===== src/rtl/core/dmtc_pkg.sv =====
// shared constants, types and helpers for the ttl verdict cache
// used by every file of the block; depends on nothing
`timescale 1ns / 1ps
`default_nettype none

package dmtc_pkg;

  localparam int unsigned MAX_SLOTS  = 2048;
  localparam int unsigned MIN_SLOTS  = 64;
  localparam int unsigned SLOT_W     = $clog2(MAX_SLOTS);
  localparam int unsigned KEY_WORDS  = 4;
  localparam int unsigned WORD_W     = $clog2(KEY_WORDS);
  localparam int unsigned KEY_DEPTH  = MAX_SLOTS * KEY_WORDS;
  localparam int unsigned KEY_AW     = SLOT_W + WORD_W;
  localparam int unsigned KEY_WORD_W = 64;
  localparam int unsigned KEY_W      = KEY_WORD_W * KEY_WORDS;
  localparam int unsigned CFG_W      = 12;
  localparam int unsigned HASH_W     = 32;
  localparam int unsigned HASH_CNT_W = $clog2(HASH_W);
  localparam int unsigned TIME_W     = 32;
  localparam int unsigned TTL_W      = 31;
  localparam int unsigned VALUE_W    = 32;

  localparam logic [CFG_W-1:0] MAX_SLOTS_N = CFG_W'(MAX_SLOTS);
  localparam logic [CFG_W-1:0] MIN_SLOTS_N = CFG_W'(MIN_SLOTS);

  localparam logic CMD_LOOKUP = 1'b0;
  localparam logic CMD_STORE  = 1'b1;

  typedef struct packed {
    logic              key_we;
    logic              meta_we;
    logic              valid_we;
    logic              valid_bit;
    logic [SLOT_W-1:0] slot;
    logic [WORD_W-1:0] word;
  } mem_wr_t;

  typedef struct packed {
    logic              key_re;
    logic              meta_re;
    logic [SLOT_W-1:0] slot;
    logic [WORD_W-1:0] word;
  } mem_rd_t;

  typedef struct packed {
    logic busy;
    logic done;
  } ser_status_t;

  // clamp the configured count into the legal range; zero selects the maximum
  function automatic logic [CFG_W-1:0] eff_slots(input logic [CFG_W-1:0] n);
    logic [CFG_W-1:0] r;
    r = n;
    if (n == '0 || n > MAX_SLOTS_N) begin
      r = MAX_SLOTS_N;
    end else if (n < MIN_SLOTS_N) begin
      r = MIN_SLOTS_N;
    end
    return r;
  endfunction

endpackage

`default_nettype wire


===== src/rtl/core/dmtc_serial_unit.sv =====
// bit-serial slot index (hash mod slot count) and deadline (now + ttl)
// one bit per cycle; depends on dmtc_pkg
`timescale 1ns / 1ps
`default_nettype none

module dmtc_serial_unit (
  input  wire logic                              clk_i,
  input  wire logic                              rst_ni,
  input  wire logic                              start_i,
  input  wire logic [dmtc_pkg::CFG_W-1:0]        slots_i,
  input  wire logic [dmtc_pkg::HASH_W-1:0]       hash_i,
  input  wire logic [dmtc_pkg::TIME_W-1:0]       now_i,
  input  wire logic [dmtc_pkg::TTL_W-1:0]        ttl_i,
  output dmtc_pkg::ser_status_t                  status_o,
  output logic [dmtc_pkg::SLOT_W-1:0]            slot_o,
  output logic [dmtc_pkg::TIME_W-1:0]            deadline_o
);

  logic                                busy_q, busy_d;
  logic                                done_q, done_d;
  logic [dmtc_pkg::HASH_CNT_W-1:0]     cnt_q, cnt_d;
  logic [dmtc_pkg::CFG_W-1:0]          n_q, n_d;
  logic [dmtc_pkg::HASH_W-1:0]         hash_q, hash_d;
  logic [dmtc_pkg::SLOT_W-1:0]         rem_q, rem_d;
  logic [dmtc_pkg::TIME_W-1:0]         a_q, a_d;
  logic [dmtc_pkg::TIME_W-1:0]         b_q, b_d;
  logic [dmtc_pkg::TIME_W-1:0]         dl_q, dl_d;
  logic                                carry_q, carry_d;
  logic [dmtc_pkg::SLOT_W:0]           trial;
  logic                                sum_bit;

  assign trial   = {rem_q, hash_q[dmtc_pkg::HASH_W-1]};
  assign sum_bit = a_q[0] ^ b_q[0] ^ carry_q;

  always_comb begin
    busy_d  = busy_q;
    done_d  = 1'b0;
    cnt_d   = cnt_q;
    n_d     = n_q;
    hash_d  = hash_q;
    rem_d   = rem_q;
    a_d     = a_q;
    b_d     = b_q;
    dl_d    = dl_q;
    carry_d = carry_q;
    if (start_i) begin
      busy_d  = 1'b1;
      cnt_d   = '0;
      n_d     = slots_i;
      hash_d  = hash_i;
      rem_d   = '0;
      a_d     = now_i;
      b_d     = {1'b0, ttl_i};
      carry_d = 1'b0;
    end else if (busy_q) begin
      // restoring remainder step
      if (trial >= n_q) begin
        rem_d = dmtc_pkg::SLOT_W'(trial - n_q);
      end else begin
        rem_d = dmtc_pkg::SLOT_W'(trial);
      end
      hash_d  = {hash_q[dmtc_pkg::HASH_W-2:0], 1'b0};
      // ripple add, lsb first
      dl_d    = {sum_bit, dl_q[dmtc_pkg::TIME_W-1:1]};
      carry_d = (a_q[0] & b_q[0]) | (carry_q & (a_q[0] ^ b_q[0]));
      a_d     = {1'b0, a_q[dmtc_pkg::TIME_W-1:1]};
      b_d     = {1'b0, b_q[dmtc_pkg::TIME_W-1:1]};
      cnt_d   = cnt_q + 1'b1;
      if (cnt_q == '1) begin
        busy_d = 1'b0;
        done_d = 1'b1;
      end
    end
  end

  always_ff @(posedge clk_i or negedge rst_ni) begin
    if (!rst_ni) begin
      busy_q <= 1'b0;
      done_q <= 1'b0;
      cnt_q  <= '0;
    end else begin
      busy_q <= busy_d;
      done_q <= done_d;
      cnt_q  <= cnt_d;
    end
  end

  always_ff @(posedge clk_i) begin
    n_q     <= n_d;
    hash_q  <= hash_d;
    rem_q   <= rem_d;
    a_q     <= a_d;
    b_q     <= b_d;
    dl_q    <= dl_d;
    carry_q <= carry_d;
  end

  assign status_o.busy = busy_q;
  assign status_o.done = done_q;
  assign slot_o        = rem_q;
  assign deadline_o    = dl_q;

endmodule

`default_nettype wire


===== config.mk =====
export PLATFORM = sky130hd
export DESIGN_NAME = dmtc_serial_unit
export DESIGN_NICKNAME = d
export VERILOG_FILES = /design/src/rtl/core/dmtc_pkg.sv /design/src/rtl/core/dmtc_serial_unit.sv
export SDC_FILE = /design/constraint.sdc
export NUM_CORES = 1
export LEC_CHECK = 0
export ABC_AREA = 1
export BUFFER_PORTS_ARGS = -buffer_cell sky130_fd_sc_hd__clkbuf_2
export CORE_MARGIN = 2
export CORE_UTILIZATION = 54
export CTS_CLUSTER_DIAMETER = 60
export CTS_CLUSTER_SIZE = 20
export DETAILED_ROUTE_END_ITERATION = 7
export PLACE_DENSITY = 0.79
export SLEW_MARGIN = 20
export SYNTH_ARGS = -nofsm -noshare
export SYNTH_HDL_FRONTEND = slang
export SYNTH_SLANG_ARGS = --single-unit

===== constraint.sdc =====
create_clock -name clk_i -period 4.02 [get_ports clk_i]
set_input_delay 0.804 -clock clk_i [delete_from_list [all_inputs] [get_ports clk_i]]
set_output_delay 0.804 -clock clk_i [all_outputs]
set_load 0.05 [all_outputs]

# Word-level counts from Yosys, hierarchy flattened

Index checks and enable logic that the tools add are counted.

Add/subtract/negate cells: 2
Equality and inequality tests: 1
Order comparisons: 1
Multiplexer cells: 15
Reduce and logical (&&, ||, !) cells: 2
Bitwise logic cells: 6

Operators by type and width:

| kind                                                          | number |
|---|---|
| 32-bit two-way mux                                            | 4 |
| 31-bit two-way mux                                            | 2 |
| 12-bit >= comparator                                          | 1 |
| 11-bit two-way mux                                            | 1 |
| 11-bit subtractor                                             | 1 |
| 5-bit two-way mux                                             | 2 |
| 1-bit two-way mux                                             | 6 |
| 5-bit by 1-bit adder with 5-bit output, second input constant | 1 |
| 5-bit equality test, second input constant                    | 1 |
| 1-bit bitwise AND                                             | 2 |
| 2-bit AND reduction                                           | 1 |
| 2-bit nonzero test                                            | 1 |
| 1-bit XOR                                                     | 2 |
| 1-bit NOT                                                     | 1 |
| 1-bit OR                                                      | 1 |

Output and inout bits: 45
Register bits after elaboration: 158
Input bits: 110

# Longest topological paths before layout

Word-level depth: 4
Mapped depth: 15
Gate-level depth less buffers: 14

# Least setup slack after synthesis

No wires, ideal clock.

Path kind: input -> register
From: input port start_i
To: register a_q[0] (netlist bit) (enable)
Buffers on the path: 1
Setup time: 452 ps
Path slack: 554 ps
Arrival: 3,013 ps
Stages on the path: 3
Cell sequence: buf_2 > nor2_2 > inv_1

Word-level cells in the longest chain between the ends: 1

Ends and longest elaborated chain:

| item                         | line                   | RTL |
|---|---|---|
| start: declaration           | dmtc_serial_unit.sv:9  | `input wire logic start_i,` |
| 2-bit nonzero test (no line) | -                      |  |
| end signal: assignment       | dmtc_serial_unit.sv:92 | `a_q <= a_d;` |
| end: declaration             | dmtc_serial_unit.sv:25 | `logic [dmtc_pkg::TIME_W-1:0] a_q, a_d;` |

No other way between the ends.
A chain may end at the register's enable or synchronous reset.

# Final worst setup path

From: input port start_i
To: register a_q[17] (netlist bit) (enable)

Same word-level chain as after synthesis.

==> results.md <==
- Status: completed
- Seq pwr share: a little under half
- Layout cells sized above 1: roughly 25%
- Total power: approximately 0.0044 W
- Period minus WS final: ~2300 ps
- Post-Route M1 WL: just over 6 mm
- First-pass GRT wire length: between 20 and 25 mm
- Avg Inst Size Synth: between 10 and 15 sq um
- N_diodes: 0
- Clk Latency, worst-skew pair: approximately 420 ps
- I/O pin cnt: 155
- WP data arrival: approximately 2500 ps
- Post_cts resized: 0
- Clock power frac: about a third
- CP required: ~4100 ps
- Synth area leaders: edfxtp_1 (59%), nand2_1 (19%), dfxtp_1 (3.4%)
- Met3 wire length: 1.02 mm
- Post-CTS Hold Fix Bufs: 0
- Netlist cell types: 33
- RSZ-0062 raised after global routing: false
- Vias in the first global route: 4698
- TritonCTS clock tree: yes
- Die Y: approximately 120 microns
- Syn_nets: around 830
- Setup ws final: approximately 1700 ps
- CP Max Fanout: about 60
- Multi-input gate area: between 2000 and 2500 sq um
- Final hold violation count: 0
- IO Port Bufs: approximately 150
- Routability Congestion: a little over 0.8
- GRT Total Usage: approximately a fifth
- Hold Slack: between 200 and 250 ps
- Clock Tree Root: clkbuf_16
- Worst vdd ir: roughly 0.00030 V
- Switching Fraction: between 20 and 30%
- Initial Utilization: 55.8%
- Pre-CTS setup slack: ~1200 ps
- Met2 Wirelength: about 6.2 mm
- Grt ovf: 0
- Top Metal Used: met4
- Post-Synthesis Cells: about 700
- Area growth syn-to-layout: 19.8%
- Final Setup Violations: 0
- Power density cells: just over 500 nW/um^2
- Synth cell count leaders: nand2_1 (351), edfxtp_1 (139), inv_1 (57), nand3_1 (21)
- Post-Route Utilization: between 60% and 70%
- Area leader, netlist: edfxtp_1
- Pint: between 0.003 and 0.004 W
- Placeable Area: between 10000 and 15000 sq um
- Vias per cell: 4.80
- Largest net degree at the start of global routing: just over 60
- Yosys Warn Count: 0
- Hold WC Path Type: input pin to async pin
- Chip width: around 120 microns
- R2R setup slack: 1910 ps
- H-tree depth: 4
- Post-DP HPWL: between 9 and 10 mm
- Worst Setup End Kind: register
- Cell Area, Synth: 7090 sq um
- Clock tree buffer depth: 2
- DR vias: between 4000 and 5000
- Setup bufs post-CTS: 0
- Fmax: 429 MHz
- Row count: between 40 and 50
- Drt total wl: roughly 13 mm
- CTS Sinks: between 150 and 200
- Post-synth EDFFs: about 140
- Final period utilization: 58.0%
- Final nets: between 900 and 1000
- Fillers: 1072
- Register area: approximately 4600 sq um
- Die ar.: approximately 14000 sq um
- DRC violations left: 0
- Synth Register Bits: 158
- Iteration-0 DRC count of the detailed router: about 430
- Worst Skew: between 8 and 9 ps
- Asr flop ratio synth: about 4.4%
- Slew @ Worst Pin: around 740 ps
- Initial antenna violation count: 0
- P_leak: around 4.2 nW
- Synth Flop Type: edfxtp_1
- Clk slew on worst S/H paths: 60 ps
- Setup_tns: 0 ps
- DR pass1 iterations: 4
- Most frequent cell after synthesis: nand2_1
- Post-synth top area share: 58.8%
- Final Max Slew Viols: 0
- CP Launch Type: input pin
- Avg WL per Cell: roughly 13 microns
- Net switching power: between 0.001 and 0.0015 W
- DRT antenna net count: 0
- Max_slew headroom: around half
- Gate power share: between 20% and 30%
- CTS Buf Count: 17
- # Max-Cap Violations: 0
- Seq/Total Area, Yosys: 64.7%
- Crit path kind: input pin to register
[final cells by class]
type                            instances  area share, %
Sequential cell                       158           54.0
Multi-Input combinational cell        456           24.8
Timing Repair Buffer                  160           9.77
Clock buffer                           25           5.36
Inverter                               63           2.81
Tap cell                              172           2.53
Clock inverter                          7          0.780
[layout by cell type (no fill, tap or decap), types with 6 or more instances in the layout]
master	count
ha_1	14
clkbuf_16	17
clkbuf_1	8
nand3_2	6
edfxtp_1	139
nand4_1	13
nand2_2	10
buf_4	6
nand3_1	21
inv_1	56
nor2_1	13
dfxtp_1	12
clkbuf_2	153
nand2_1	351
dfrtp_1	7
[power groups by stage]
stage          sequential (W)  combinational (W)  clock (W)
2_1_floorplan         0.00224           0.000531          0
3_3_place_gp          0.00207           0.000895          0
5_1_grt               0.00205            0.00102    0.00154
4_1_cts               0.00204           0.000917    0.00146
6_report              0.00204           0.000917    0.00144
3_5_place_dp          0.00207           0.000912          0
[final timing paths]
| check | to | depth (start not counted) | startpoint |
|---|---|---|---|
| max in group asynchronous | cnt_q[1]$_DFFE_PN0P_ | 1 | rst_ni |
| max | a_q[17]$_DFFE_PP_ | 4 | start_i |
| min in group clk_i | deadline_o[30]$_DFFE_PP_ | 0 | deadline_o[31]$_DFFE_PP_ |
| max reg2reg | slot_o[2]$_SDFFE_PP0P_ | 12 | n_q[0]$_DFFE_PP_ |
| min | cnt_q[3]$_DFFE_PN0P_ | 1 | rst_ni |
| min reg2reg | deadline_o[30]$_DFFE_PP_ | 0 | deadline_o[31]$_DFFE_PP_ |
[flip-flops by register name, indices dropped and copies added, names as in the netlist]
name	flops
busy_q	1
n_q	12
a_q	32
hash_q	32
done_q	1
carry_q	1
slot_o	11
deadline_o	32
cnt_q	5
b_q	31
[through the flow]
| step | area (sq um) | cells |
|---|---|---|
| floorplan | 7090 | 707 |
| CTS | 8480 | 1040 |
| detailed placement | 7960 | 1008 |
| global route | 8500 | 1041 |
| finish | 8500 | 1041 |
| global placement | 7960 | 1008 |
[logic make-up (layout without fill, tap and decap cells)]
family / count (synthesis) / after routing / share of synthesized area, %
compound gates: 15 / 15 / 1.38
flops: 158 / 158 / 64.7
xor+xnor: 3 / 3 / 0.371
fa+ha+maj: 16 / 16 / 3.03
buf+inv: 93 / 255 / 5.70
simple gates: 422 / 422 / 24.8
[critical path: stages]
cell    delay, ps
buf_4         440
nor2_2        210
inv_4         590
buf_4         350
[layer usage]
metal  global-route usage [%]  vias up
met4                     7.74        0
met3                     6.13       15
met1                     27.0     2242
met5                        0        -
met2                     30.3      161
li1                         -     2579
Note: power is estimated with default switching activity, not from simulation.
